[src/hdl/dsa_pkg.sv]
`timescale 1ns / 1ps
// Types, codes and fixed widths for the descriptor slot allocator.
// No dependencies; imported by every other module of the block but dsa_ram.
package dsa_pkg;

   localparam int unsigned POOLS      = 4;
   localparam int unsigned DATA_W     = 64;
   localparam int unsigned STRIDE_W   = 11;
   localparam int unsigned REQ_USER_W = 3;
   localparam int unsigned RSP_USER_W = 3;
   localparam int unsigned CSR_ADDR_W = 6;
   localparam int unsigned QUEUE_DEPTH = 2;
   localparam logic [STRIDE_W-1:0] STRIDE_RESET = STRIDE_W'(32);

   typedef enum logic [0:0] {
      KIND_ALLOC = 1'b0,
      KIND_FREE  = 1'b1
   } kind_type;

   typedef enum logic [1:0] {
      POOL_RESOURCE = 2'd0,
      POOL_SAMPLER  = 2'd1,
      POOL_TARGET   = 2'd2,
      POOL_DEPTH    = 2'd3
   } pool_type;

   typedef enum logic [2:0] {
      STATUS_OK           = 3'd0,
      STATUS_EXHAUSTED    = 3'd1,
      STATUS_BELOW_BASE   = 3'd2,
      STATUS_NEVER_ISSUED = 3'd3,
      STATUS_STACK_FULL   = 3'd4
   } status_type;

   typedef enum logic [2:0] {
      REG_BASE_RESOURCE   = 3'd0,
      REG_BASE_SAMPLER    = 3'd1,
      REG_BASE_TARGET     = 3'd2,
      REG_BASE_DEPTH      = 3'd3,
      REG_STRIDE_RESOURCE = 3'd4,
      REG_STRIDE_SAMPLER  = 3'd5,
      REG_STRIDE_TARGET   = 3'd6,
      REG_STRIDE_DEPTH    = 3'd7
   } csr_reg_type;

   typedef struct packed {
      logic [POOLS-1:0][DATA_W-1:0]   base;
      logic [POOLS-1:0][STRIDE_W-1:0] stride;
   } cfg_type;

   // classified request: offset is handle minus pool base, below marks a borrow
   typedef struct packed {
      kind_type          kind;
      pool_type          pool;
      logic              below;
      logic [DATA_W-1:0] offset;
   } cmd_type;

endpackage

[src/hdl/dsa_queue.sv]
`timescale 1ns / 1ps
// Short command queue between intake and execution.
// Depends on dsa_pkg.
module dsa_queue (
   input  logic             clock,
   input  logic             reset,
   input  logic             in_valid,
   output logic             in_ready,
   input  dsa_pkg::cmd_type in_cmd,
   output logic             out_valid,
   input  logic             out_ready,
   output dsa_pkg::cmd_type out_cmd
);
   import dsa_pkg::*;

   localparam int PW = (QUEUE_DEPTH > 1) ? $clog2(QUEUE_DEPTH) : 1;
   localparam int CW = $clog2(QUEUE_DEPTH + 1);

   cmd_type         entry_ff [QUEUE_DEPTH];
   logic [PW-1:0]   wptr_ff, wptr_in, rptr_ff, rptr_in;
   logic [CW-1:0]   count_ff, count_in;
   logic            push, pop;

   assign in_ready  = (count_ff != CW'(QUEUE_DEPTH));
   assign out_valid = (count_ff != '0);
   assign out_cmd   = entry_ff[rptr_ff];
   assign push      = in_valid && in_ready;
   assign pop       = out_valid && out_ready;

   always_comb begin
      wptr_in  = wptr_ff;
      rptr_in  = rptr_ff;
      count_in = count_ff;
      if (push) begin
         wptr_in = (wptr_ff == PW'(QUEUE_DEPTH - 1)) ? '0 : wptr_ff + 1'b1;
      end
      if (pop) begin
         rptr_in = (rptr_ff == PW'(QUEUE_DEPTH - 1)) ? '0 : rptr_ff + 1'b1;
      end
      if (push && !pop) begin
         count_in = count_ff + 1'b1;
      end else if (pop && !push) begin
         count_in = count_ff - 1'b1;
      end
   end

   always_ff @(posedge clock) begin
      if (reset) begin
         wptr_ff  <= '0;
         rptr_ff  <= '0;
         count_ff <= '0;
      end else begin
         wptr_ff  <= wptr_in;
         rptr_ff  <= rptr_in;
         count_ff <= count_in;
      end
      if (push) begin
         entry_ff[wptr_ff] <= in_cmd;
      end
   end

endmodule

[config.mk]
export PLATFORM = sky130hd
export DESIGN_NAME = dsa_queue
export DESIGN_NICKNAME = d
export VERILOG_FILES = /design/src/hdl/dsa_pkg.sv /design/src/hdl/dsa_queue.sv
export SDC_FILE = /design/constraint.sdc
export NUM_CORES = 1
export LEC_CHECK = 0
export ABC_CLOCK_PERIOD_IN_PS = 2700
export BUFFER_PORTS_ARGS = -buffer_cell sky130_fd_sc_hd__buf_4
export CORE_MARGIN = 1
export CORE_UTILIZATION = 47
export CTS_CLUSTER_SIZE = 14
export DETAILED_ROUTE_END_ITERATION = 6
export PLACE_DENSITY = 0.86
export RECOVER_POWER = 50
export SLEW_MARGIN = 15
export SYNTH_ARGS = -nofsm -noshare
export SYNTH_HDL_FRONTEND = slang
export SYNTH_SLANG_ARGS = --single-unit
[constraint.sdc]
create_clock -name clock -period 2.7 [get_ports clock]
set_input_delay 0.27 -clock clock [delete_from_list [all_inputs] [get_ports clock]]
set_output_delay 0.27 -clock clock [all_outputs]
set_load 0.01 [all_outputs]
======== Yosys cells after proc, flatten, opt, wreduce, memory -nomap -nowiden ========
Memories as Yosys holds them, arrays and structs flattened. A register that Yosys moved wholly into a read port is not among the register bits.
Index checks and enable logic that the tools add are counted.
cells by class
  add/subtract/negate cells ............... 4
  multiply operators ...................... 0
  divide/modulo/power cells ............... 0
  $lt $le $gt $ge ......................... 0
  equality and inequality tests ........... 1
  shift-type cells ........................ 0
  mux-type cells .......................... 8
  bitwise gates (word level) .............. 0
  reductions and logical operators ........ 8
operators with widths
  operator                                                             count
  1-bit two-way mux                                                    6
  1-bit logical AND                                                    4
  2-bit two-way mux                                                    2
  2-bit nonzero test                                                   2
  1-bit adder (second input constant)                                  2
  2-bit by 1-bit adder with 2-bit output (second input constant)       1
  1-bit logical NOT                                                    2
  2-bit inequality test (second input constant)                        1
  2-bit by 1-bit subtractor with 2-bit output (second input constant)  1
storage, ports and cells
  register bits after elaboration ......... 4
  bits in latches ......................... 0
  memory bits (writable) .................. 136
  memory bits (read-only) ................. 0
  input bits .............................. 72
  output and inout bits ................... 70
  logic and storage cells ................. 25
  memories ................................ 1
memory list
  memory    words  bits a word  read ports  clocked after memory_dff  write ports  RTL line         RTL
  entry_ff  2      68           1           1                         1            dsa_queue.sv:19  cmd_type entry_ff [QUEUE_DEPTH];

======== Depth between registers and ports, before layout ========
Gate-level depths: netlist (run 1).
  depth after elaboration ................. 6
  gate-level depth with buffers ........... 6
  mapped depth without buffers ............ 6

======== Worst setup path after synthesis (run 1) ========
No wires, ideal clock.
  path kind ............................... register -> register
  start ................................... register count_ff[0]
  end ..................................... memory entry_ff[1][0] in the netlist's numbering (enable)
  library setup time ...................... 434 ps
  data arrival time ....................... 2,283 ps
  required time ........................... 2,266 ps
  slack ................................... -17 ps
  stages on the path, launching flop included .. 3
  buffers on the path ..................... 0
  period minus slack after synthesis ...... 2,717 ps
  cell sequence ........................... dfxtp_1 nand2b_1 and3_1
on the way
  word-level cells in the longest chain between the ends .. 4
RTL lines
  item                                     RTL line         RTL
  start: declaration                       dsa_queue.sv:21  logic [CW-1:0] count_ff, count_in;
  start signal: assignment                 dsa_queue.sv:55  count_ff <= count_in;
  2-bit inequality test                    dsa_queue.sv:24  assign in_ready = (count_ff != CW'(QUEUE_DEPTH));
  net in_ready                             dsa_queue.sv:8   output logic in_ready,
  1-bit logical AND                        dsa_queue.sv:27  assign push = in_valid && in_ready;
  1-bit two-way mux                        dsa_queue.sv:57  if (push) begin
  1-bit two-way mux (not written as such)  dsa_queue.sv:58  entry_ff[wptr_ff] <= in_cmd;
  end: declaration                         dsa_queue.sv:19
The timed path passes the listed nets, and every way through them passes these cells.

==> flow_summary.json, run 1 <==
{
  "post_drt_wl_per_cell_um": 16.7,
  "cts.sinks": 141,
  "area_growth_pct": 46.3,
  "io_buffers": 141,
  "syn-num-nets": 309,
  "cts_tree": "yes",
  "ys_seq_elements": 141,
  "rsz0062_at_grt": "no",
  "slew_headroom_pct": 48.4,
  "setup_viol": 0,
  "period_needed_ns": 2.29,
  "start_util_pct": 48.1,
  "hold_ws_ns": 0.0733,
  "antennaDiodeCount": 0,
  "fin_cells": 615,
  "dieArea_um2": 11500,
  "clk_path_buf_depth": 2,
  "via_per_inst": 4.90,
  "drc": 0,
  "grt_max_degree": 39,
  "power_density_nw_per_um2": 879,
  "slew_violations": 0,
  "post_cts_resized": 0,
  "fmax_mhz": 437,
  "crit_path_max_fanout": 38,
  "grt_pass1_vias": 3185,
  "dp.final_hpwl_um": 6090,
  "synthesis.area_um2": 5210,
  "die_h_um": 107,
  "tightest_slew_ns": 0.774,
  "placementRows": 38,
  "reg2reg_from": "count_ff[0]",
  "synth.avg_cell_area_um2": 22.1,
  "rr_endpoint": "entry_ff[1][21]",
  "cp-end-kind": "output port",
  "crit_arrival_ns": 2.02,
  "hp-start": "in_valid",
  "first_pass_iters": 4,
  "synth_cell_types": 19,
  "fin_area_um2": 7630,
  "postCtsSetupBuffers": 0,
  "place_inst": 514,
  "leakagePower_nw": 2.89,
  "ir_drop_v": 0.000738,
  "whs_path_depth": 3,
  "ant_nets": 0,
  "required_ns": 2.43,
  "max-cap-violations": 0,
  "hold_buffers": 69,
  "ios": 142,
  "clk_pin_slew_worst_paths_ns": 0.06,
  "clkLatencyLatePin_ns": 0.52,
  "cts-root-buf": "clkbuf_8",
  "place_area_um2": 6460,
  "final.setup.tns_ns": 0,
  "critPathKind": "reg -> out",
  "grt_pass1_wl_um": 15600,
  "h-tree-depth": 4,
  "ys_warn_count": 0,
  "first_iter_violations": 101,
  "rrSetupSlack_ns": 0.57,
  "routed_wl_um": 10300,
  "hp-class": "in -> reg",
  "cp-start-kind": "flip-flop",
  "fin_skew_ns": 0.00638,
  "r2r_cells": 3,
  "cts_made_buffers": 17,
  "die_x_um": 107,
  "worstHoldEndpoint": "wptr_ff",
  "antenna_found_initial": 0,
  "nNetsFinal": 535,
  "core_um2": 10800,
  "finalHoldViolCount": 0,
  "seq_area_frac_synth_pct": 80.3,
  "p_total_mw": 6.71,
  "track_usage_pct": 19.0,
  "status": "complete, no violations",
  "gp_congestion": 0.676,
  "min_period_over_period_pct": 84.8,
  "dr_total_vias": 3014,
  "synthCells": 236,
  "drive_gt1_share_pct": 48.0,
  "overflow": 0
}
-- sequential cells by signal (all words and copies together) (netlist names), named ones only --
name,cells
entry_ff,136
count_ff,2
rptr_ff,1
wptr_ff,1
-- metrics by stage --
stage | setup WS, ns | utilization, %
final | 0.410 | 70.4
after global routing | 0.290 | 70.4
after CTS | 0.365 | 70.9
after detailed placement | 0.834 | 59.6
after global placement | 0.905 | 59.6
after floorplan | 0.225 | -
-- cells in the mapped netlist, drive strengths merged --
cell | instances | area [um^2]
dfxtp | 5 | 100
xor2 | 3 | 26.3
a21oi | 2 | 10.0
and2 | 1 | 6.26
ha | 1 | 12.5
nor2 | 3 | 11.3
nand3b | 1 | 7.51
or3 | 1 | 6.26
inv | 1 | 3.75
mux2 | 68 | 841
buf | 8 | 65.1
o21ai | 2 | 10.0
nand2b | 1 | 6.26
or2 | 1 | 6.26
and3 | 1 | 6.26
edfxtp | 136 | 4080
a21bo | 1 | 10.0
-- layout make-up --
type | count | area [um^2]
Clock buffer | 20 | 425
Clock inverter | 12 | 103
Fill cell | 700 | 3210
Inverter | 1 | 3.75
Multi-Input combinational cell | 86 | 961
Sequential cell | 141 | 4190
Tap cell | 140 | 175
Timing Repair Buffer | 215 | 1770
-- per-layer routing --
layer	GRT usage, %	part of all wire, %	routed length, um	vias up
met5	0	0	0	-
met2	34.0	55	5670	117
met1	19.7	37	3860	1487
li1	-	-	-	1387
met4	8.51	2.1	218	0
met3	6.90	5.3	550	23
-- kinds of logic (layout without fill, tap and decap cells) --
kind of cell | count (synthesis) | count (layout) | synth area share [%]
flops | 141 | 141 | 80.3
mux | 68 | 68 | 16.1
simple gates | 9 | 9 | 0.961
buf+inv | 9 | 248 | 1.32
compound gates | 5 | 5 | 0.576
xor+xnor | 3 | 3 | 0.504
fa+ha+maj | 1 | 1 | 0.240
-- critical path: stages, from the launching register on --
cell and delay, ns:
dfxtp_4 0.64, buf_12 0.30, mux2_2 0.38, buf_4 0.14
-- worst max path at each step --
stage	startpoint	to	cells past startpoint
floorplan	count_ff[0]	entry_ff[0][0]	3
global placement	count_ff[0]	entry_ff[1][18]	3
detailed placement	count_ff[0]	entry_ff[1][20]	3
CTS	flip-flop	out_cmd[5]	3
global route	flip-flop	out_cmd[67]	3
finish	flip-flop	out_cmd[48]	3
-- layout by cell type (no fill, tap or decap) --
| cell type | n |
|---|---|
| edfxtp_1 | 136 |
| buf_4 | 73 |
| dlygate4sd3_1 | 69 |
| clkbuf_4 | 56 |
| mux2_2 | 48 |
| mux2_4 | 20 |
| clkbuf_1 | 17 |
| clkbuf_16 | 16 |
| clkinv_1 | 6 |
| clkinv_2 | 4 |
| dfxtp_1 | 4 |
| xor2_1 | 3 |
| nor2_1 | 3 |
| buf_12 | 3 |
| o21ai_0 | 2 |
| a21oi_1 | 2 |
| bufinv_16 | 2 |
| nand2b_1 | 1 |
| and2_0 | 1 |
| or2_2 | 1 |
| and3_2 | 1 |
| nand3b_1 | 1 |
| inv_2 | 1 |
| a21bo_2 | 1 |
| or3_1 | 1 |
| ha_1 | 1 |
| dfxtp_4 | 1 |
| clkbuf_8 | 1 |
-- where the power goes --
group          total, mW  internal [mW]  switching [mW]
clock               2.08           1.28           0.792
combinational       1.74          0.984           0.759
sequential          2.89           2.74           0.146
Note: power is estimated with default switching activity, not from simulation.
==> inputs of run 2 (changes only) <==
--- a/config.mk
+++ b/config.mk
@@ -5,13 +5,13 @@
 export SDC_FILE = /design/constraint.sdc
 export NUM_CORES = 1
 export LEC_CHECK = 0
-export ABC_CLOCK_PERIOD_IN_PS = 2700
+export ABC_CLOCK_PERIOD_IN_PS = 2300
 export BUFFER_PORTS_ARGS = -buffer_cell sky130_fd_sc_hd__buf_4
 export CORE_MARGIN = 1
-export CORE_UTILIZATION = 47
+export CORE_UTILIZATION = 52
 export CTS_CLUSTER_SIZE = 14
 export DETAILED_ROUTE_END_ITERATION = 6
-export PLACE_DENSITY = 0.86
+export PLACE_DENSITY = 0.89
 export RECOVER_POWER = 50
 export SLEW_MARGIN = 15
 export SYNTH_ARGS = -nofsm -noshare
==> constraint.sdc (replaced) <==
create_clock -name clock -period 2.3 [get_ports clock]
set_input_delay 0.23 -clock clock [delete_from_list [all_inputs] [get_ports clock]]
set_output_delay 0.23 -clock clock [all_outputs]
set_load 0.01 [all_outputs]
==> flow_summary.json, run 2 (same netlist as run 1, synthesis figures left out) <==
{
  "tightest_slew_ns": 1.01,
  "cts-root-buf": "clkbuf_8",
  "finalHoldViolCount": 0,
  "clkLatencyLatePin_ns": 0.51,
  "layout_commonest_cell": "edfxtp_1",
  "swShare_pct": 25.5,
  "crit_arrival_ns": 2.24,
  "seqPwrFrac_pct": 40.7,
  "crit_path_max_fanout": 68,
  "required_ns": 2.43,
  "clockPowerShare_pct": 33.4,
  "grt_pass1_wl_um": 16700,
  "hp-start": "in_valid",
  "cts.sinks": 141,
  "ant_nets": 0,
  "largest_reg_flops": 136,
  "dieArea_um2": 10400,
  "min_period_over_period_pct": 92.0,
  "post_cts_resized": 0,
  "drc": 0,
  "switchingPower_mw": 2.09,
  "fin_area_um2": 7630,
  "placementRows": 36,
  "ios": 142,
  "gp_congestion": 0.787,
  "drive_gt1_share_pct": 48.0,
  "cp-end-kind": "flip-flop",
  "dp.final_hpwl_um": 5740,
  "reg2reg_from": "count_ff[0]",
  "final.setup.tns_ns": 0,
  "start_util_pct": 53.6,
  "core_um2": 9730,
  "status": "complete, no violations",
  "n_fill_cell": 539,
  "die_x_um": 102,
  "track_usage_pct": 22.7,
  "largest-register": "entry_ff",
  "reg.largest.list": "entry_ff (136), count_ff (2)",
  "cts_made_buffers": 17,
  "place_area_um2": 6440,
  "dr_total_vias": 3014,
  "slew_violations": 0,
  "fmax_mhz": 473,
  "fin_skew_ns": 0.00528,
  "nNetsFinal": 534,
  "setup_viol": 0,
  "period_needed_ns": 2.12,
  "ir_drop_v": 0.00103,
  "max-cap-violations": 0,
  "leakagePower_nw": 2.88,
  "io_buffers": 141,
  "cts_tree": "yes",
  "critPathKind": "reg -> reg",
  "die_h_um": 102,
  "antenna_found_initial": 0,
  "clk_path_buf_depth": 2,
  "clk_pin_slew_worst_paths_ns": 0.06,
  "cp-start-kind": "flip-flop",
  "grt_pass1_vias": 3222,
  "rsz0062_at_grt": "no",
  "routed_wl_um": 11300,
  "combPwrFrac_pct": 26.0,
  "antennaDiodeCount": 0,
  "first_pass_iters": 4,
  "hold_buffers": 69,
  "p_int_mw": 6.08,
  "area_growth_pct": 46.4,
  "overflow": 0,
  "hp-class": "in -> reg",
  "post_drt_wl_per_cell_um": 18.6,
  "via_per_inst": 4.97,
  "power_density_nw_per_um2": 1070,
  "cp-startpoint": "count_ff[0]",
  "grt_max_degree": 69,
  "h-tree-depth": 4,
  "first_iter_violations": 114,
  "final_cell_mix": "136 x edfxtp_1, 73 x buf_4, 69 x dlygate4sd3_1",
  "slew_headroom_pct": 32.9,
  "postCtsSetupBuffers": 0
}
## run 2: changes by cell type in the layout (fill, tap and decap cells not counted), sizes merged
cell	previous run	this run
buf	76	74
bufinv	2	4
clkbuf	90	88
clkinv	10	9
clkinvlp	0	2
inv	1	0
## run 2: critical path, stage by stage (launching register included)
cell and delay, ns:
dfxtp_1 0.42, nand2b_1 0.27, and3_2 0.21, clkbuf_4 0.79
## run 2: path summary, 6_finish.rpt
path	slack, ns	depth (start not counted)	end
setup / recovery	0.18	3	entry_ff[1][67]
hold / removal	0.04	3	wptr_ff
hold reg to reg	0.57	2	count_ff[1]
setup reg to reg	0.18	3	entry_ff[1][67]
## run 2: area by class of cell
class                   count  area, um^2  area share, %
inverters                   1        7.51         0.0983
clock buffers              17         414           5.43
well taps                 133         166           2.18
multi-input cells          86         961           12.6
repair buffers            214        1720           22.5
clock inverters            14         176           2.31
flip-flops and latches    141        4190           54.9
## run 2: power groups by stage
stage / Combinational (mW) / Clock (mW) / Sequential, mW
3_3_place_gp: 1.99 / 0 / 3.33
2_1_floorplan: 1.19 / 0 / 3.33
3_5_place_dp: 2.03 / 0 / 3.36
6_report: 2.12 / 2.73 / 3.32
5_1_grt: 2.26 / 2.88 / 3.35
4_1_cts: 2.14 / 2.73 / 3.31
## run 2: stage by stage
step / util (%) / instances / total power [mW] / setup slack (ns) / hold slack, ns
after floorplan: - / 236 / 4.52 / 0.181 / 0.299
after global placement: 66.2 / 506 / 5.32 / 0.739 / 0.414
after detailed placement: 66.2 / 506 / 5.39 / 0.624 / 0.418
after CTS: 79.3 / 606 / 8.19 / 0.165 / 0.0122
after global routing: 78.5 / 606 / 8.49 / 0.110 / 0.0333
final: 78.5 / 606 / 8.17 / 0.184 / 0.0410
## run 2: layer usage
metal	part of all wire (%)	global-route usage (%)	up-vias	wire length (um)
met5	0	0	-	0
met1	36	23.8	1496	4110
met2	56	42.6	122	6360
met3	5.9	6.98	12	665
met4	1.2	8.13	0	135
li1	-	-	1384	-
