File: src/hdl/dsa_pkg.sv
`timescale 1ns / 1ps
// Types, codes and fixed widths for the descriptor slot allocator.
// No dependencies; imported by every other module of the block but dsa_ram.
package dsa_pkg;

   localparam int unsigned POOLS      = 4;
   localparam int unsigned DATA_W     = 64;
   localparam int unsigned STRIDE_W   = 11;
   localparam int unsigned REQ_USER_W = 3;
   localparam int unsigned RSP_USER_W = 3;
   localparam int unsigned CSR_ADDR_W = 6;
   localparam int unsigned QUEUE_DEPTH = 2;
   localparam logic [STRIDE_W-1:0] STRIDE_RESET = STRIDE_W'(32);

   typedef enum logic [0:0] {
      KIND_ALLOC = 1'b0,
      KIND_FREE  = 1'b1
   } kind_type;

   typedef enum logic [1:0] {
      POOL_RESOURCE = 2'd0,
      POOL_SAMPLER  = 2'd1,
      POOL_TARGET   = 2'd2,
      POOL_DEPTH    = 2'd3
   } pool_type;

   typedef enum logic [2:0] {
      STATUS_OK           = 3'd0,
      STATUS_EXHAUSTED    = 3'd1,
      STATUS_BELOW_BASE   = 3'd2,
      STATUS_NEVER_ISSUED = 3'd3,
      STATUS_STACK_FULL   = 3'd4
   } status_type;

   typedef enum logic [2:0] {
      REG_BASE_RESOURCE   = 3'd0,
      REG_BASE_SAMPLER    = 3'd1,
      REG_BASE_TARGET     = 3'd2,
      REG_BASE_DEPTH      = 3'd3,
      REG_STRIDE_RESOURCE = 3'd4,
      REG_STRIDE_SAMPLER  = 3'd5,
      REG_STRIDE_TARGET   = 3'd6,
      REG_STRIDE_DEPTH    = 3'd7
   } csr_reg_type;

   typedef struct packed {
      logic [POOLS-1:0][DATA_W-1:0]   base;
      logic [POOLS-1:0][STRIDE_W-1:0] stride;
   } cfg_type;

   // classified request: offset is handle minus pool base, below marks a borrow
   typedef struct packed {
      kind_type          kind;
      pool_type          pool;
      logic              below;
      logic [DATA_W-1:0] offset;
   } cmd_type;

endpackage

File: src/hdl/dsa_csr.sv
`timescale 1ns / 1ps
// APB-style register file holding pool bases and strides.
// Depends on dsa_pkg.
module dsa_csr (
   input  logic                            clock,
   input  logic                            reset,
   input  logic                            csr_psel,
   input  logic                            csr_penable,
   input  logic                            csr_pwrite,
   input  logic [dsa_pkg::CSR_ADDR_W-1:0]  csr_paddr,
   input  logic [dsa_pkg::DATA_W-1:0]      csr_pwdata,
   output logic [dsa_pkg::DATA_W-1:0]      csr_prdata,
   output logic                            csr_pready,
   output dsa_pkg::cfg_type                cfg
);
   import dsa_pkg::*;

   cfg_type     cfg_ff, cfg_in;
   csr_reg_type reg_idx;
   logic        wr_en;

   assign reg_idx    = csr_reg_type'(csr_paddr[CSR_ADDR_W-1:3]);
   assign wr_en      = csr_psel && csr_penable && csr_pwrite && csr_pready;
   assign csr_pready = 1'b1;

   always_comb begin
      cfg_in = cfg_ff;
      if (wr_en) begin
         unique case (reg_idx)
            REG_BASE_RESOURCE:   cfg_in.base[POOL_RESOURCE]   = csr_pwdata;
            REG_BASE_SAMPLER:    cfg_in.base[POOL_SAMPLER]    = csr_pwdata;
            REG_BASE_TARGET:     cfg_in.base[POOL_TARGET]     = csr_pwdata;
            REG_BASE_DEPTH:      cfg_in.base[POOL_DEPTH]      = csr_pwdata;
            REG_STRIDE_RESOURCE: cfg_in.stride[POOL_RESOURCE] = csr_pwdata[STRIDE_W-1:0];
            REG_STRIDE_SAMPLER:  cfg_in.stride[POOL_SAMPLER]  = csr_pwdata[STRIDE_W-1:0];
            REG_STRIDE_TARGET:   cfg_in.stride[POOL_TARGET]   = csr_pwdata[STRIDE_W-1:0];
            REG_STRIDE_DEPTH:    cfg_in.stride[POOL_DEPTH]    = csr_pwdata[STRIDE_W-1:0];
         endcase
      end
   end

   always_comb begin
      unique case (reg_idx)
         REG_BASE_RESOURCE:   csr_prdata = cfg_ff.base[POOL_RESOURCE];
         REG_BASE_SAMPLER:    csr_prdata = cfg_ff.base[POOL_SAMPLER];
         REG_BASE_TARGET:     csr_prdata = cfg_ff.base[POOL_TARGET];
         REG_BASE_DEPTH:      csr_prdata = cfg_ff.base[POOL_DEPTH];
         REG_STRIDE_RESOURCE: csr_prdata = DATA_W'(cfg_ff.stride[POOL_RESOURCE]);
         REG_STRIDE_SAMPLER:  csr_prdata = DATA_W'(cfg_ff.stride[POOL_SAMPLER]);
         REG_STRIDE_TARGET:   csr_prdata = DATA_W'(cfg_ff.stride[POOL_TARGET]);
         REG_STRIDE_DEPTH:    csr_prdata = DATA_W'(cfg_ff.stride[POOL_DEPTH]);
      endcase
   end

   always_ff @(posedge clock) begin
      if (reset) begin
         for (int i = 0; i < POOLS; i++) begin
            cfg_ff.base[i]   <= '0;
            cfg_ff.stride[i] <= STRIDE_RESET;
         end
      end else begin
         cfg_ff <= cfg_in;
      end
   end

   assign cfg = cfg_ff;

endmodule

File: config.mk
export PLATFORM = sky130hd
export DESIGN_NAME = dsa_csr
export DESIGN_NICKNAME = d
export VERILOG_FILES = /design/src/hdl/dsa_pkg.sv /design/src/hdl/dsa_csr.sv
export SDC_FILE = /design/constraint.sdc
export NUM_CORES = 1
export LEC_CHECK = 0
export ABC_AREA = 1
export ABC_CLOCK_PERIOD_IN_PS = 2200
export BUFFER_PORTS_ARGS = -buffer_cell sky130_fd_sc_hd__buf_4
export CORE_AREA = 2 2 175 177
export DETAILED_ROUTE_END_ITERATION = 8
export DIE_AREA = 0 0 177 179
export PLACE_DENSITY_LB_ADDON = 0.3
export SLEW_MARGIN = 5
export SYNTH_ARGS = -nofsm -noshare
export SYNTH_HDL_FRONTEND = slang
export SYNTH_SLANG_ARGS = --single-unit
File: constraint.sdc
create_clock -name clock -period 2.2 [get_ports clock]
set_clock_uncertainty 0.2 [all_clocks]
set_input_delay 0 -clock clock [delete_from_list [all_inputs] [get_ports clock]]
set_output_delay 0 -clock clock [all_outputs]
set_load 0.01 [all_outputs]
Word level (Yosys, flattened, before mapping)

Index checks and enable logic that the tools add are counted.

Equal/unequal tests: 7
Multiplexer cells: 1
Reduce and logical (&&, ||, !) cells: 11

Operator list:

| operator                                       | number |
|---|---|
| one-hot mux 64 bit (8 select lines)            | 1 |
| AND reduction 2 bit                            | 8 |
| == test 3 bit (second input constant)          | 4 |
| == test 3 x 2 -> 1 bit (second input constant) | 2 |
| == test 3 x 1 -> 1 bit (second input constant) | 1 |
| logical NOT 3 bit                              | 1 |
| logical AND 1 bit                              | 2 |

Register bits after elaboration: 300
Input bits: 75
Output and inout bits: 365

Logic depth before layout (Yosys ltp)

Gate-level depths: netlist of the first run.

Depth in word-level cells: 3
Mapped depth: 8
Depth with buffers taken out: 6

Least setup slack after synthesis of the first run

OpenSTA, ideal clock, no wires.

Path kind: input -> register
Start: input csr_paddr[4] (netlist name)
End: register cfg_ff (netlist bit cfg[100])
Arrival time: 0.884 ns
Data required time: 1.882 ns
Slack: 0.998 ns
Cell stages on the path: 7
Path buffers: 3
Cells stage by stage: buf_4 -> nor2_4 -> nand2_2 -> buf_2 -> buf_2 -> nor3_1 -> nor2_1

Word-level cells in the longest chain between the ends: 2

RTL lines:

| what                          | line          | text |
|---|---|---|
| start: declaration            | dsa_csr.sv:10 | `input logic [dsa_pkg::CSR_ADDR_W-1:0] csr_paddr,` |
| logical NOT 3 bit             | dsa_csr.sv:29 | `unique case (reg_idx)` |
| AND reduction 2 bit (no line) | -             |  |
| end signal: assignment        | dsa_csr.sv:62 | `cfg_ff <= cfg_in;` |
| end: declaration              | dsa_csr.sv:18 | `cfg_type cfg_ff, cfg_in;` |

No other way between the ends.
A chain may end at the register's enable or synchronous reset.

Final worst setup path of the first run

Start: input csr_paddr[3] (netlist name)
End: output csr_prdata[27] (netlist name)

Word-level cells in the longest chain between the ends: 2
Elaborated cells on any way between the ends: 9
Classes of those cells: eq/ne (7); mux (1); reduce/logical (1)

RTL lines:

| what                                        | line          | text |
|---|---|---|
| == test 3 bit, or another cell as far along | dsa_csr.sv:43 | `unique case (reg_idx)` |
| one-hot mux 64 bit (8 select lines) (*)     | dsa_csr.sv:43 |  |
| end: declaration                            | dsa_csr.sv:12 | `output logic [dsa_pkg::DATA_W-1:0] csr_prdata,` |

Mark *: on every way between the ends. The rest lies on a longest branch, timed or not.

==> flow_summary_export.csv, run 1 <==
group,metric,value,unit
global_routing,grtUsageTotal,32.9,%
timing,setup_viol_count_final,0,
worst_setup_path,rr_endpoint,"cfg[74]",
layout,nets,2321,
worst_setup_path,crit_path_start,"csr_paddr[3]",
cts,cts_tree,"built",
route,wl_per_cell,20.5,um
route,first_iter_violations,1781,
worst_setup_path,cp_data_arrival_time,1.89,ns
logic_synthesis,synth.largest_area_cell,"dfxtp_1",
worst_setup_path,critical_path_class,"in -> out",
power_and_ir_drop,p_sw_share,24.2,%
global_routing,grt_antenna_before_repair,2,
layout,area_growth,40.3,%
floorplanning,die_x,177,um
worst_setup_path,cp_cell_sequence,"buf_4 -> dlygate4sd3_1 -> nor2_4 -> nand2_4 -> inv_4 -> buf_12 -> nand2_1 -> nand4_1 -> buf_4",
power_and_ir_drop,pwr-share-comb,8.6,%
cts,clk-insertion-delay-late,0.56,ns
logic_synthesis,ys_warn_count,0,
cts,postCtsSetupBuffers,0,
floorplanning,num_io_pins,440,
logic_synthesis,ys_seq_area_share,45.6,%
logic_synthesis,syn_avg_cell_area,7.14,sq um
flow_run,drv_cap,0,
route,antenna_left,0,
timing,finalCritPeriodShare,94.9,%
logic_synthesis,synthTopCellsByArea,"dfxtp_1 46%, nor2_1 11%, nor3_1 9.7%",
global_routing,grt_pass1_wl,83.2,mm
placement,dp_hpwl,33.9,mm
timing,min_period,2.09,ns
worst_hold_path,hold_class,"in -> reg",
global_routing,grt_pass1_vias,14800,
power_and_ir_drop,p_int,9700,uW
floorplanning,fp.dieH,179,um
global_routing,grt_max_degree,139,
route,drtPass1Iterations,5,
logic_synthesis,synth_top_area_share,45.6,%
worst_setup_path,reg2regPathDepth,3,
worst_setup_path,crit_fanout,27,
logic_synthesis,netlist_instances,1847,
layout,largest_reg_flops,300,
power_and_ir_drop,p_leak,0.00826,uW
worst_setup_path,start_kind,"input pin",
floorplanning,core-area,30000,sq um
logic_synthesis,yosysUniqueCellTypes,23,
worst_setup_path,crit_end,"csr_prdata[27]",
cts,clk_path_buf_depth,3,
worst_setup_path,cpMostUsedCell,"buf_4",
cts,root_buffer,"clkbuf_16",
global_routing,grt_overflow,0,
floorplanning,placement_rows,64,
cts,clk_pin_slew,0.06,ns
layout,multi_input_area,6230,sq um
power_and_ir_drop,ir_worst_vdd,0.452,mV
timing,drv_slew,0,
power_and_ir_drop,power.density,692,nW/um^2
logic_synthesis,syn_nets,1922,
timing,max_freq,0.479,GHz
worst_setup_path,r2r_slack,0.73,ns
floorplanning,start_util,43.9,%
logic_synthesis,synth_seq_cells,300,
worst_hold_path,whs_path_depth,6,
power_and_ir_drop,clockPowerShare,47.9,%
run_status,outcome,"completed",
power_and_ir_drop,seq_power_share,43.5,%
power_and_ir_drop,p_sw,3100,uW
cts,cts.sinks,300,
worst_setup_path,cpPeakStageDelay,0.62,ns
worst_hold_path,min-delay-start,"csr_paddr[3]",
route,drcViolationCount,0,
timing,finalHoldViolCount,0,
route,viasPerCell,5.81,
worst_setup_path,required,2.00,ns
layout,nFillCells,2622,
timing,hold_ws,0.0381,ns
floorplanning,die-area,31700,sq um
cts,cts.htree.levels,1,
layout,drive_gt1_share,24.4,%
timing,worst_pin_slew,0.736,ns
logic_synthesis,synth_area,13200,sq um
timing,rsz0062_at_grt,"false",
cts,cts_made_buffers,31,
worst_setup_path,r2r-start,"cfg[74]",
placement,gp_congestion,0.889,
worst_setup_path,endpoint_kind,"output pin",
timing,slew_headroom,51.0,%
worst_setup_path,cp_slowest_cell,"dlygate4sd3_1",
route,wl,54.6,mm
timing,setup_tns,0,ns
route,vias,15500,
layout,seq_area,6010,sq um
placement,numPortBuffers,435,
[metal layers]
layer | global-route usage [%] | share of wire (%) | up-vias
met1 | 41.7 | 39 | 7205
li1 | - | - | 7116
met5 | 0 | 0 | -
met3 | 6.79 | 11 | 166
met2 | 53.4 | 47 | 1007
met4 | 16.1 | 3.9 | 0
[cells in the final DEF, fill, tap and decap left out, types with 2 or more instances in the layout]
cell / count
buf_12: 11
inv_1: 15
nor2_4: 5
o21ai_0: 233
nor2_1: 373
nand4_1: 151
buf_4: 466
nand2_1: 223
inv_4: 3
clkbuf_8: 5
bufinv_16: 9
o21ai_1: 63
clkinvlp_4: 3
inv_2: 4
nand3_1: 26
dlygate4sd3_1: 74
nand3_4: 4
nor3_1: 256
clkbuf_16: 31
diode_2: 2
dfxtp_1: 300
clkinv_2: 7
[power groups by stage]
stage / clock (uW) / sequential [uW] / combinational [uW]
detailed placement: 0 / 5680 / 964
CTS: 6140 / 5560 / 1070
finish: 6130 / 5570 / 1100
floorplan: 0 / 5700 / 452
global route: 6370 / 5570 / 1150
global placement: 0 / 5680 / 952
[logic make-up after synthesis]
kind of cell,Yosys count,share of synthesized area [%]
and+or+nand+nor,1040,35.8
DFF,300,45.6
AOI/OAI and AO/OA,297,11.3
buffers and inverters,209,7.32
other,1,0.0285
[through the flow]
| step | total power (uW) | std cells | cell area [sq um] | utilization, % | worst slack (ns) |
|---|---|---|---|---|---|
| 6_report | 12800 | 2668 | 18500 | 61.6 | 0.112 |
| 5_1_grt | 13100 | 2668 | 18500 | 61.6 | 0.0704 |
| 4_1_cts | 12800 | 2666 | 18500 | 61.6 | 0.0274 |
| 3_5_place_dp | 6650 | 2535 | 16600 | 55.1 | 0.378 |
| 3_3_place_gp | 6640 | 2535 | 16600 | 55.1 | 0.399 |
| 2_1_floorplan | 6150 | 1847 | 13200 | - | 0.998 |
[worst min path at each step]
stage	endpoint	slack (ns)
after floorplan	cfg[235]	-0.06
after global placement	cfg[293]	0.06
after detailed placement	cfg[164]	0.06
after CTS	cfg[249]	0.02
after global routing	cfg[296]	0.06
final	cfg[298]	0.04
[critical path: cells and delay by family]
family,cells,cell delay (ns)
AND/OR/NAND/NOR,4,0.49
buffers and inverters,5,1.38
[cell usage after synthesis]
master    instances
o211ai_1          1
nand3_1          27
nand2_2           1
inv_1            16
buf_6             2
nand2_1         223
nor2_4            5
clkbuf_2          2
o21ai_1          63
nand3_2           2
inv_2             5
nor2_1          373
buf_2            93
buf_4            11
nand3_4           2
inv_4             2
dfxtp_1         300
nor3_1          256
o21ai_0         233
nand4_1         151
clkbuf_1         71
buf_1             7
conb_1            1
[layout make-up]
class / instances / area share, %
inverters: 23 / 0.534
multi-input cells: 1338 / 33.7
clock inverters: 20 / 1.83
flip-flops and latches: 300 / 32.5
repair buffers: 552 / 24.2
well taps: 396 / 2.68
clock buffers: 37 / 4.59
diodes: 2 / 0.0271
[timing repair]
| item | in CTS | in global routing |
|---|---|---|
| gates resized for setup | 0 | 3 |
| hold buffers | 74 | 0 |
| setup endpoints to repair | 0 | 2 |
| endpoints found under the hold margin | 300 | 0 |
No activity file was read; power rests on OpenSTA's default activity.
==> run 2: changes to the inputs <==
Settings changed: ABC_AREA 1 to not set, CORE_AREA 2 2 175 177 to 2 2 181 183, DIE_AREA 0 0 177 179 to 0 0 183 185.
==> flow_summary_export.csv, run 2 <==
group,metric,value,unit
logic_synthesis,synth_most_common_cell,"nand2b_1",
route,drcViolationCount,0,
route,drtPass1Iterations,5,
logic_synthesis,synth_top_area_share,42.3,%
layout,nFillCells,2643,
logic_synthesis,netlist_instances,1292,
logic_synthesis,async_flop_share,0,%
timing,slew_headroom,54.9,%
route,vias,11700,
logic_synthesis,yosys-top-cells-count,"369 x nand2b_1, 308 x mux2i_1, 300 x dfxtp_1, 55 x nor2b_1, 53 x mux4_2",
placement,numPortBuffers,435,
placement,dp.cells,2062,
floorplanning,placement_rows,66,
global_routing,grtUsageTotal,25.5,%
route,viasPerCell,5.32,
cts,postCtsSetupBuffers,0,
logic_synthesis,synth_area,14200,sq um
worst_setup_path,reg2regPathDepth,3,
layout,layout_commonest_cell,"buf_4",
logic_synthesis,synthFlopType,"dfxtp_1",
worst_hold_path,min-delay-start,"csr_paddr[4]",
route,wl_per_cell,20.4,um
global_routing,grt_max_degree,126,
layout,nets,1834,
timing,finalCritPeriodShare,86.3,%
worst_setup_path,rr_endpoint,"cfg[27]",
route,wl,44.8,mm
floorplanning,die-area,33900,sq um
cts,clk_path_buf_depth,3,
layout,stdcell_count,2191,
layout,largest_reg_flops,300,
worst_setup_path,crit_fanout,3,
logic_synthesis,syn_nets,1367,
cts,cts_made_buffers,35,
layout,drive_gt1_share,33.3,%
logic_synthesis,ys_warn_count,0,
floorplanning,start_util,44.3,%
power_and_ir_drop,p_leak,0.00960,uW
timing,drv_slew,0,
logic_synthesis,synth_edf_count,0,
global_routing,grt_pass1_wl,68.0,mm
worst_hold_path,hold_path_end,"cfg[33]",
logic_synthesis,ys_seq_area_share,42.3,%
cts,cts.sinks,300,
route,first_iter_violations,566,
timing,finalHoldViolCount,0,
timing,min_period,1.90,ns
global_routing,grt_pass1_vias,11900,
worst_setup_path,start_kind,"flip-flop",
power_and_ir_drop,power.density,642,nW/um^2
worst_setup_path,r2r_slack,0.79,ns
cts,root_buffer,"clkbuf_16",
placement,dp_hpwl,30.5,mm
worst_setup_path,endpoint_kind,"output pin",
timing,max_freq,0.527,GHz
floorplanning,core-area,32000,sq um
timing,worst_pin_slew,0.675,ns
layout,area_growth,38.6,%
global_routing,grt_antenna_before_repair,0,
worst_setup_path,r2r-start,"cfg[27]",
layout,final_cell_mix,"463 x buf_4, 369 x nand2b_1, 308 x mux2i_1",
logic_synthesis,synthTopCellsByArea,"dfxtp_1 42%, mux2i_1 22%, nand2b_1 16%",
cts,clk-insertion-delay-late,0.50,ns
layout,diodes,0,
global_routing,grt_overflow,0,
cts,cts_tree,"built",
cts,cts.htree.levels,2,
timing,setup_tns,0,ns
logic_synthesis,syn_avg_cell_area,11.0,sq um
worst_setup_path,critical_path_class,"reg -> out",
cts,clk_pin_slew,0.06,ns
logic_synthesis,synth_seq_cells,300,
floorplanning,fp.dieH,185,um
timing,setup_viol_count_final,0,
logic_synthesis,synth.largest_area_cell,"dfxtp_1",
flow_run,drv_cap,0,
logic_synthesis,yosysUniqueCellTypes,37,
cts,cts_resized,0,
timing,rsz0062_at_grt,"false",
power_and_ir_drop,ir_worst_vdd,0.531,mV
worst_setup_path,required,2.00,ns
worst_hold_path,hold_class,"in -> reg",
floorplanning,die_x,183,um
floorplanning,num_io_pins,440,
route,antenna_left,0,
worst_hold_path,whs_path_depth,4,
placement,gp_congestion,0.853,
worst_setup_path,cp_data_arrival_time,1.70,ns
run_status,outcome,"completed",
[run 2: cell count changes after synthesis, sizes merged, moves of 21 or more]
cell,delta
mux2i,+308
clkbuf,-28
nor3,-256
buf,-46
nor2b,+55
nand3,-29
nor2,-361
nand4,-151
nand2,-217
inv,-21
o21ai,-296
mux4,+53
nand2b,+369
[run 2: logic make-up (layout without fill, tap and decap cells)]
family          Yosys count  in the layout  synth area share, %
compound gates           41             41                 2.07
buf+inv                 114            605                 4.34
flops                   300            300                 42.3
mux                     370            370                 30.8
other cells               1              1               0.0264
simple gates            466            466                 20.4
[run 2: repair_timing]
action / CTS / global route
hold buffers: 68 / 0
endpoints found under the hold margin: 300 / 0
endpoints found under the setup margin: 0 / 0
[run 2: where the power goes]
part / total [uW] / leakage, uW / switching [uW] / internal (uW)
logic: 972 / 0.00659 / 472 / 499
registers: 5510 / 0.00242 / 38.1 / 5470
clock network: 6150 / 0.000587 / 2300 / 3850
total: 12600 / 0.00960 / 2810 / 9820
[run 2: area by class of cell]
class	instances	area (sq um)	share of cell area, %
tap	408	510	2.59
clock inverter	14	264	1.34
multi-input combinational	878	7580	38.5
timing repair buffer	542	4370	22.2
clock buffer	47	941	4.78
inverter	2	7.51	0.0381
sequential	300	6010	30.5
[run 2: metrics by stage]
stage | utilization [%] | hold WS, ns | total power [uW] | setup slack, ns | cell area [sq um]
6_report | 61.4 | 0.0142 | 12600 | 0.301 | 19700
5_1_grt | 61.4 | 0.0368 | 13000 | 0.229 | 19700
4_1_cts | 61.4 | 0.00159 | 12700 | 0.298 | 19700
3_5_place_dp | 55.5 | 0.121 | 6500 | 0.451 | 17800
3_3_place_gp | 55.5 | 0.112 | 6480 | 0.483 | 17800
2_1_floorplan | - | -0.00939 | 6140 | 0.823 | 14200
[run 2: worst max-delay path by stage]
stage | startpoint | end | slack, ns | cells past startpoint
finish | cfg[229] | csr_prdata[57] | 0.30 | 3
detailed placement | csr_paddr[4] | csr_prdata[38] | 0.45 | 6
CTS | cfg[229] | csr_prdata[57] | 0.30 | 3
floorplan | csr_paddr[3] | cfg[48] | 0.82 | 7
global route | cfg[240] | csr_prdata[4] | 0.23 | 4
global placement | csr_paddr[4] | csr_prdata[18] | 0.48 | 6
[run 2: per-layer routing]
metal	vias to the layer above	global-route usage, %	part of all wire (%)
met5	-	0	0
met4	0	11.2	4.2
met3	109	5.86	7.2
met2	469	43.5	48
met1	5735	30.9	41
li1	5342	-	-
[run 2: worst max-delay path, stage by stage, from the launching register on]
cell     delay, ns
dfxtp_1       0.35
mux4_2        0.51
nor2b_1       0.17
buf_4         0.16
==> run 3: changes to the inputs <==
==> constraint.sdc (replaced) <==
create_clock -name clock -period 2.2 [get_ports clock]
set_clock_uncertainty 0.2 [all_clocks]
set_input_delay 0.22 -clock clock [delete_from_list [all_inputs] [get_ports clock]]
set_output_delay 0.22 -clock clock [all_outputs]
set_load 0.01 [all_outputs]
==> flow_summary_export.csv, run 3 (same netlist as run 2, synthesis figures left out) <==
group,metric,value,unit
worst_setup_path,required,1.78,ns
worst_setup_path,start_kind,"input pin",
cts,cts.sinks,300,
cts,clk_pin_slew,0.06,ns
timing,setup_tns,0,ns
cts,cts_tree,"built",
global_routing,grt_pass1_vias,11700,
power_and_ir_drop,p_leak,0.00955,uW
layout,final_cell_mix,"452 x buf_4, 369 x nand2b_1, 308 x mux2i_1",
layout,layout_commonest_cell,"buf_4",
placement,pre_cts_ws,0.141,ns
worst_setup_path,endpoint_kind,"output pin",
cts,cts_resized,0,
floorplanning,die_x,183,um
floorplanning,num_io_pins,440,
timing,rsz0062_at_grt,"false",
global_routing,grt_pass1_wl,66.7,mm
layout,nets,1819,
timing,slew_headroom,54.0,%
worst_hold_path,hold_class,"in -> reg",
timing,worst_pin_slew,0.688,ns
layout,area_growth,38.0,%
floorplanning,start_util,44.3,%
placement,dp_hpwl,30.1,mm
route,met1_length,18.1,mm
cts,cts_made_buffers,34,
timing,max_freq,0.474,GHz
cts,cts.htree.levels,2,
global_routing,grt_antenna_before_repair,0,
cts,clk-insertion-delay-late,0.50,ns
global_routing,grtUsageTotal,25.0,%
power_and_ir_drop,power.density,626,nW/um^2
route,antenna_left,0,
floorplanning,placement_rows,66,
layout,drive_gt1_share,33.3,%
route,vias,11400,
route,routed-wl-met3,2.80,mm
floorplanning,core-area,32000,sq um
route,drtPass1Iterations,4,
route,wl_per_cell,20.1,um
route,drcViolationCount,0,
power_and_ir_drop,ir_worst_vdd,0.471,mV
timing,setup_viol_count_final,0,
cts,clk_path_buf_depth,3,
layout,largest_reg_flops,300,
timing,finalHoldViolCount,0,
timing,finalCritPeriodShare,96.0,%
run_status,outcome,"completed",
global_routing,grt_overflow,0,
layout,diodes,0,
timing,drv_slew,0,
route,viasPerCell,5.22,
worst_setup_path,cp_data_arrival_time,1.69,ns
worst_setup_path,critical_path_class,"in -> out",
floorplanning,die-area,33900,sq um
route,wl,43.7,mm
route,met2_length,21.6,mm
flow_run,drv_cap,0,
floorplanning,fp.dieH,185,um
placement,gp_congestion,0.908,
placement,numPortBuffers,435,
worst_setup_path,crit_fanout,24,
route,routed.top_layer,"met4",
worst_setup_path,reg2regPathDepth,2,
route,first_iter_violations,599,
timing,min_period,2.11,ns
worst_hold_path,whs_path_depth,3,
global_routing,grt_max_degree,88,
timing,setup_ws,0.0886,ns
cts,root_buffer,"clkbuf_16",
==> run 3: changes by cell type in the layout (fill, tap and decap cells not counted), sizes merged <==
cell / previous run / this run
clkinv: 2 / 3
clkinvlp: 0 / 1
bufinv: 7 / 2
dlygate4sd3: 68 / 58
buf: 474 / 470
inv: 7 / 3
clkbuf: 47 / 54
==> run 3: routing by layer <==
metal  up-vias  track usage [%]
li1       5309                -
met1      5570             31.0
met2       411             43.4
met3        75             5.31
met4         0             8.45
met5         -                0
==> run 3: timing repair <==
item,4_1_cts,5_1_grt
hold endpoints to repair,245,0
hold buffers,58,0
setup buffers,0,0
==> run 3: path summary, 6_finish.rpt <==
kind,startpoint,to,slack [ns]
worst max-delay path,csr_paddr[3],csr_prdata[8],0.09
worst min-delay path,csr_pwdata[6],cfg[178],0.03
worst max register to register,cfg[207],cfg[207],1.27
worst min register to register,cfg[57],cfg[57],0.29
==> run 3: critical path, stage by stage <==
cell,delay (ns)
buf_4,0.15
buf_12,0.18
nor2_1,0.55
a21oi_1,0.15
a31oi_1,0.26
buf_4,0.16
==> run 3: power by group <==
group	total, uW	switching, uW	internal, uW
logic	964	465	498
clock network	5780	2230	3550
registers	5510	38.1	5470
==> run 3: area by class of cell <==
type | count | area (sq um)
fill | 2650 | 12500
multi-input combinational | 878 | 7580
tap | 408 | 510
sequential | 300 | 6010
clock inverter | 7 | 91.3
timing repair buffer | 528 | 4330
inverter | 2 | 7.51
clock buffer | 54 | 1060
==> run 3: metrics by stage <==
stage | hold WS, ns | power, uW | cell area, sq um | cells | utilization (%)
final | 0.0258 | 12300 | 19600 | 2177 | 61.1
after global routing | 0.0501 | 12700 | 19600 | 2177 | 61.1
after CTS | 0.00812 | 12400 | 19600 | 2177 | 61.1
after detailed placement | 0.279 | 6500 | 17900 | 2058 | 55.7
after global placement | 0.273 | 6490 | 17900 | 2058 | 55.7
after floorplan | 0.211 | 6140 | 14200 | 1292 | -
